## src/sv/odo_pkg.sv

```systemverilog
package odo_pkg;

   typedef struct packed {
      logic signed [31:0] right_count;
      logic signed [31:0] left_count;
   } req_type;

   typedef struct packed {
      logic signed [31:0] x_position;
      logic signed [31:0] y_position;
      logic signed [31:0] heading;
      logic signed [31:0] linear_speed;
      logic signed [31:0] angular_speed;
   } rsp_type;

   localparam int CSR_IW = 2;
   localparam logic [CSR_IW-1:0] CSR_DISTANCE    = 2'd0;
   localparam logic [CSR_IW-1:0] CSR_INV_TRACK   = 2'd1;
   localparam logic [CSR_IW-1:0] CSR_SAMPLE_RATE = 2'd2;

   localparam logic [31:0] DISTANCE_RESET    = 32'd69579;
   localparam logic [31:0] INV_TRACK_RESET   = 32'd59662933;
   localparam logic [15:0] SAMPLE_RATE_RESET = 16'd250;

   localparam int MUL_W  = 34;
   localparam int PROD_W = 68;
   localparam int REM_BITS = 49;

   localparam logic signed [33:0] PI_Q29       = 34'sd1686629713;
   localparam logic signed [33:0] TWO_PI_Q29   = 34'sd3373259426;
   localparam logic signed [33:0] HALF_PI_Q30  = 34'sd1686629713;
   localparam logic signed [33:0] PI_Q30       = 34'sd3373259426;
   localparam logic signed [33:0] CORDIC_START = 34'sd652032874;
   localparam logic [31:0]        TWO_PI_DIV   = 32'd3373259426;
   // A little below 2^63 / TWO_PI_DIV, so the quotient estimate is never too large.
   localparam logic [31:0]        TWO_PI_RECIP = 32'd2734261000;
   localparam int ATAN_IW = 5;

   typedef enum logic [3:0] {
      S_IDLE, S_MUL_DR, S_MUL_DL, S_CAP_DL, S_MUL_DH, S_MUL_LIN, S_MUL_ANG_LO,
      S_MUL_ANG_HI, S_CAP_ANG, S_WAIT, S_MUL_X, S_MUL_Y, S_CAP_Y, S_OUT
   } state_type;

   typedef enum logic [3:0] {
      MUL_NONE, MUL_DR, MUL_DL, MUL_DH, MUL_LIN, MUL_ANG_LO, MUL_ANG_HI, MUL_X, MUL_Y
   } mul_sel_type;

   typedef enum logic [3:0] {
      CAP_NONE, CAP_DR, CAP_DL, CAP_DH, CAP_LIN, CAP_ANG_LO, CAP_ANG_HI, CAP_X, CAP_Y
   } cap_type;

   typedef struct packed {
      logic        capture_in;
      mul_sel_type mul_sel;
      cap_type     cap;
      logic        start_rem;
      logic        load;
   } cmd_type;

   typedef struct packed {
      logic units_done;
      logic out_free;
   } status_type;

   function automatic logic [31:0] atan_q30(input logic [ATAN_IW-1:0] i);
      case (i)
         5'd0:  atan_q30 = 32'd843314856;
         5'd1:  atan_q30 = 32'd497837829;
         5'd2:  atan_q30 = 32'd263043836;
         5'd3:  atan_q30 = 32'd133525158;
         5'd4:  atan_q30 = 32'd67021686;
         5'd5:  atan_q30 = 32'd33543515;
         5'd6:  atan_q30 = 32'd16775850;
         5'd7:  atan_q30 = 32'd8388437;
         5'd8:  atan_q30 = 32'd4194282;
         5'd9:  atan_q30 = 32'd2097149;
         5'd10: atan_q30 = 32'd1048575;
         5'd11: atan_q30 = 32'd524287;
         5'd12: atan_q30 = 32'd262143;
         5'd13: atan_q30 = 32'd131071;
         5'd14: atan_q30 = 32'd65535;
         5'd15: atan_q30 = 32'd32767;
         5'd16: atan_q30 = 32'd16383;
         5'd17: atan_q30 = 32'd8191;
         5'd18: atan_q30 = 32'd4095;
         5'd19: atan_q30 = 32'd2047;
         5'd20: atan_q30 = 32'd1023;
         5'd21: atan_q30 = 32'd511;
         5'd22: atan_q30 = 32'd255;
         5'd23: atan_q30 = 32'd127;
         5'd24: atan_q30 = 32'd63;
         5'd25: atan_q30 = 32'd31;
         5'd26: atan_q30 = 32'd15;
         5'd27: atan_q30 = 32'd7;
         5'd28: atan_q30 = 32'd3;
         5'd29: atan_q30 = 32'd1;
         default: atan_q30 = 32'd0;
      endcase
   endfunction

   function automatic logic signed [31:0] sat32(input logic signed [PROD_W-1:0] v);
      if (v > 68'sd2147483647) begin
         sat32 = 32'sh7FFFFFFF;
      end else if (v < -68'sd2147483648) begin
         sat32 = 32'sh80000000;
      end else begin
         sat32 = v[31:0];
      end
   endfunction

endpackage

```

## src/sv/odo_ctrl.sv

```systemverilog
module odo_ctrl
   import odo_pkg::*;
(
   input  logic       clock,
   input  logic       reset,
   input  logic       req_valid,
   output logic       req_stall,
   input  status_type status,
   output cmd_type    cmd
);

   state_type state_ff, state_in;
   logic accept;

   assign accept    = req_valid && (state_ff == S_IDLE);
   assign req_stall = (state_ff != S_IDLE);

   always_comb begin
      state_in = state_ff;
      case (state_ff)
         S_IDLE:       if (accept) state_in = S_MUL_DR;
         S_MUL_DR:     state_in = S_MUL_DL;
         S_MUL_DL:     state_in = S_CAP_DL;
         S_CAP_DL:     state_in = S_MUL_DH;
         S_MUL_DH:     state_in = S_MUL_LIN;
         S_MUL_LIN:    state_in = S_MUL_ANG_LO;
         S_MUL_ANG_LO: state_in = S_MUL_ANG_HI;
         S_MUL_ANG_HI: state_in = S_CAP_ANG;
         S_CAP_ANG:    state_in = S_WAIT;
         S_WAIT:       if (status.units_done) state_in = S_MUL_X;
         S_MUL_X:      state_in = S_MUL_Y;
         S_MUL_Y:      state_in = S_CAP_Y;
         S_CAP_Y:      state_in = S_OUT;
         S_OUT:        if (status.out_free) state_in = S_IDLE;
         default:      state_in = S_IDLE;
      endcase
   end

   always_comb begin
      cmd.capture_in = 1'b0;
      cmd.mul_sel    = MUL_NONE;
      cmd.cap        = CAP_NONE;
      cmd.start_rem  = 1'b0;
      cmd.load       = 1'b0;
      case (state_ff)
         S_IDLE:       cmd.capture_in = accept;
         S_MUL_DR:     cmd.mul_sel = MUL_DR;
         S_MUL_DL: begin
            cmd.mul_sel = MUL_DL;
            cmd.cap     = CAP_DR;
         end
         S_CAP_DL:     cmd.cap = CAP_DL;
         S_MUL_DH:     cmd.mul_sel = MUL_DH;
         S_MUL_LIN: begin
            cmd.mul_sel = MUL_LIN;
            cmd.cap     = CAP_DH;
         end
         S_MUL_ANG_LO: begin
            cmd.mul_sel   = MUL_ANG_LO;
            cmd.cap       = CAP_LIN;
            cmd.start_rem = 1'b1;
         end
         S_MUL_ANG_HI: begin
            cmd.mul_sel = MUL_ANG_HI;
            cmd.cap     = CAP_ANG_LO;
         end
         S_CAP_ANG:    cmd.cap = CAP_ANG_HI;
         S_MUL_X:      cmd.mul_sel = MUL_X;
         S_MUL_Y: begin
            cmd.mul_sel = MUL_Y;
            cmd.cap     = CAP_X;
         end
         S_CAP_Y:      cmd.cap = CAP_Y;
         S_OUT:        cmd.load = status.out_free;
         default: ;
      endcase
   end

   always_ff @(posedge clock) begin
      if (reset) state_ff <= S_IDLE;
      else state_ff <= state_in;
   end

   a_accept_starts: assert property (@(posedge clock) disable iff (reset)
      accept |=> (state_ff == S_MUL_DR))
      else $error("accepted item did not start the sequence");

   a_out_returns_idle: assert property (@(posedge clock) disable iff (reset)
      ((state_ff == S_OUT) && status.out_free) |=> (state_ff == S_IDLE))
      else $error("sequencer did not return to idle after loading a result");

endmodule

```

## config.mk

```make
export PLATFORM = sky130hd
export DESIGN_NAME = odo_ctrl
export DESIGN_NICKNAME = d
export VERILOG_FILES = /design/src/sv/odo_pkg.sv /design/src/sv/odo_ctrl.sv
export SDC_FILE = /design/constraint.sdc
export NUM_CORES = 1
export LEC_CHECK = 0
export BUFFER_PORTS_ARGS = -buffer_cell sky130_fd_sc_hd__buf_4
export CELL_PAD_IN_SITES_DETAIL_PLACEMENT = 1
export CELL_PAD_IN_SITES_GLOBAL_PLACEMENT = 1
export CORE_MARGIN = 3
export CORE_UTILIZATION = 26
export CTS_CLUSTER_SIZE = 14
export DETAILED_ROUTE_END_ITERATION = 10
export PLACE_DENSITY = 0.67
export REMOVE_ABC_BUFFERS = 1
export SLEW_MARGIN = 5
export SYNTH_ARGS = -nofsm -noshare
export SYNTH_HDL_FRONTEND = slang
export SYNTH_SLANG_ARGS = --single-unit
```

## constraint.sdc

```tcl
create_clock -name clock -period 0.9 [get_ports clock]
set_input_delay 0.045 -clock clock [delete_from_list [all_inputs] [get_ports clock]]
set_output_delay 0.045 -clock clock [all_outputs]
set_load 0.01 [all_outputs]
```

* Yosys cells after proc, flatten, opt, wreduce, memory -nomap -nowiden
Index checks and enable logic that the tools add are counted.
** Storage, ports and cells
- Logic and storage cells :: 30
- Latch bits :: 0
- Output and inout port bits :: 12
- ROM bits :: 0
- Bits of input ports :: 5
- Memory bits (writable) :: 0
- Memories :: 0
- Register bits :: 4
** Cells by class
- Multipliers :: 0
- Div/mod/pow operators :: 0
- Mux-type cells :: 9
- Equal/unequal tests :: 16
- Reduce and logical (&&, ||, !) cells :: 4
- Add/sub/neg operators :: 0
- Bitwise gates (word level) :: 0
- Magnitude comparators :: 0
- Shifts and indexed selects :: 0
** Operator list (count)
- $pmux 4 s8 :: 2
- $pmux 4 s14 :: 1
- $eq 4x4->1 const B :: 6
- $eq 4x3->1 const B :: 4
- $mux 4 :: 3
- $eq 4x2->1 const B :: 2
- $ne 2x2->1 const B :: 3
- $eq 4x1->1 const B :: 1
- $logic_not 4->1 :: 1
- $reduce_bool 4->1 :: 1
- $mux 1 :: 3
- $reduce_and 3->1 :: 1
- $logic_and 1x1->1 :: 1

* Longest topological paths before layout
- Depth after elaboration :: 4
- Depth in mapped cells :: 4
- Mapped depth without buffers :: 3

* Least setup slack after synthesis
No wires, ideal clock.
- Path type :: reg-to-output
- From :: register state_ff[2]
- To :: output cmd[6] (netlist bit)
- Stages on the path, launching flop included :: 4
- Path slack :: -0.139 ns
- Required time :: 0.855 ns
- Arrival time :: 0.994 ns
- Buffers on the path :: 1
- Cell sequence :: dfxtp_1 > buf_6 > mux2_2 > o22ai_2
** RTL lines
- start, declared :: line odo_ctrl.sv:12 : state_type state_ff, state_in;
- start signal, assigned :: line odo_ctrl.sv:81 : else state_ff <= state_in;
- end, declared :: line odo_ctrl.sv:9 : output cmd_type cmd

==> results.toml <==
[setup_path]
critPathKind = "flip-flop to output port"
worstPathRequired_ps = 850
critical_path_peak_fanout = 5
critPathArrivalTime_ps = 1250
setup.worst_path.end_class = "output port"
worstSetupStartpointType = "flip-flop"

[die]
top_level_ports = 17
die_h_um = 43.7
placeableCoreArea_um2 = 1220
chipWidth_um = 43.7
starting_density = 0.305
placementRows = 12
fp.dieArea_um2 = 1910

[clocking]
htreeDepth = 1
root_buffer = "clkbuf_4"
cts_num_sinks = 4
cts_buffer_depth = 2
clk_transition_reported_paths_ps = 40
cts_made_buffers = 3
clock_insertion_delay_worst_skew_ps = 240
cts_tree = "done"

[run]
max-cap-violations = 0

[placement]
gp_congestion = 0.749
placed_cell_area_um2 = 571
io_buffer_count = 16
place_ws_ps = -280
dp.final_hpwl_um = 974

[detailed_routing]
drt-vias-per-instance = 5.25
routed_wire_length_per_instance_um = 16.9
detailroute.via_count = 499
detailedRoute.firstIterationViolations = 4
postRouteAntennaNets = 0
drc_errors = 0
firstDrtPassIters = 4
routed_wl_um = 1610

[final_layout]
antenna_cells_inserted = 0
final_core_util = 0.622
final_cell_area_um2 = 757
layout-drive-gt1-share = 0.741
reg_top3 = "state_ff x4"
layout.nets = 88
largest_reg_flops = 4
max_flop_register = "state_ff"
syn2layout_area_growth_pct = 104

[sta]
final_max_slew_viol_count = 0
setup_repair_after_global_routing_missed_its_margin = "true"
setup_violations = 16
max_freq_ghz = 0.773
min_period_ps = 1290
fin_crit_sh = 1.44
timing_worst_slew_pin_value_ps = 253
worst_slew_margin_rel = 0.829
worst_hold_slack_ps = 16.9
pnr_worst_setup_slack_ps = -393
clock_skew_ps = 5.34
final-hold-violation-count = 0

[global_route]
pin_count_of_the_biggest_net_entering_global_routing = 10
first_global_vias = 450
overflow = 0
grt_antenna_before_repair = 0
grt_use_total = 0.153
grt_first_pass_wirelength_um = 2130

[min_path]
hold_path.class = "input port to flip-flop"

[pwr]
total_power_uw = 906
p_leak_uw = 0.000348
peakVddDrop_uv = 661
powerDensity_nw_per_um2 = 1200

[synthesis]
yosysMostFrequentCell = "nand2_1"
postSynthCellCount = 48
synth_commonest_cells = "nand2_1 (6), nor2_1 (5), o22ai_1 (5)"
seq_area_frac_synth = 0.216
netlist-cell-type-count = 24
synth_enable_flop_cells = 0
synth-seq-cells = 4
ys_warn_count = 0
synth_top_area_cell = "dfxtp_1"
synth_largest_type_area_fraction = 0.216
synth_flop_cell = "dfxtp_1"
async_flop_share = 0
syn-cell-area_um2 = 370
syn-mean-instance-area_um2 = 7.72
synth_top_cells_by_area = "dfxtp_1 (22%), o22ai_1 (8.4%), nand2b_4 (7.4%)"

[outcome]
outcome = "complete, but fails checks"
violations = "setup timing"
cell type report:
| cell class | instances | area [µm²] |
|---|---|---|
| repair buffers | 34 | 273 |
| inverters | 2 | 7.51 |
| flip-flops and latches | 4 | 95.1 |
| well taps | 14 | 17.5 |
| clock buffers | 3 | 22.5 |
| fillers | 150 | 459 |
| multi-input cells | 38 | 342 |
cell families (layout without fill, tap and decap cells):
| family | Yosys count | count (layout) | synth area share |
|---|---|---|---|
| compound gates | 14 | 14 | 0.267 |
| simple gates | 21 | 21 | 0.321 |
| mux | 2 | 2 | 0.0574 |
| buf+inv | 6 | 39 | 0.115 |
| flops | 4 | 4 | 0.216 |
| xor+xnor | 1 | 1 | 0.0237 |
through the flow:
stage / TNS, ps / cells
after global routing: -5300 / 95
final: -4280 / 95
after floorplan: -1690 / 44
after detailed placement: -3140 / 87
after global placement: -2850 / 87
after CTS: -4610 / 91
metal layers:
metal  global-route usage  wire length [µm]  vias up
met1                0.183               643      232
met2                0.253               828       21
li1                     -                 -      242
met3               0.0498               110        4
met4               0.0542                24        0
met5                    0                 0        -
placed cells by master, fill, tap and decap left out, types with 2 or more instances in the layout:
master | netlist | layout
buf_4 | 1 | 29
buf_6 | 2 | 4
clkbuf_4 | 0 | 3
dfxtp_4 | 0 | 4
nand2_1 | 6 | 5
nand2b_4 | 2 | 4
nor2_1 | 5 | 2
nor2_2 | 0 | 3
nor3_2 | 0 | 2
o21a_1 | 2 | 2
o22ai_2 | 1 | 5
worst max-delay path, cell delays in order, from the launching register on:
cell and delay [ps]:
dfxtp_4 350, nand2b_4 160, mux2_4 270, o22ai_2 90, buf_4 140
timing repair:
action                                 4_1_cts  5_1_grt
gates resized for setup                     13       21
setup endpoints to repair                   16       16
buffers inserted                             0        4
pin swaps                                    2        3
gates cloned                                 0        0
hold buffers                                 1        0
endpoints found under the hold margin        1        0
final timing paths:
kind	from	endpoint	slack (ps)	depth (start not counted)
max	state_ff[1]	cmd[6]	-390	4
min	reset	state_ff[2]	20	2
max reg2reg	state_ff[2]	state_ff[0]	-210	4
min reg2reg	state_ff[3]	state_ff[0]	610	2
power by group:
| group | leakage [µW] | internal, µW | switching [µW] |
|---|---|---|---|
| clock | 0.0000138 | 150 | 80.5 |
| sequential | 0.0000356 | 192 | 32.9 |
| combinational | 0.000298 | 249 | 202 |
| total | 0.000348 | 592 | 315 |
No activity file was read; power rests on OpenSTA's default activity.
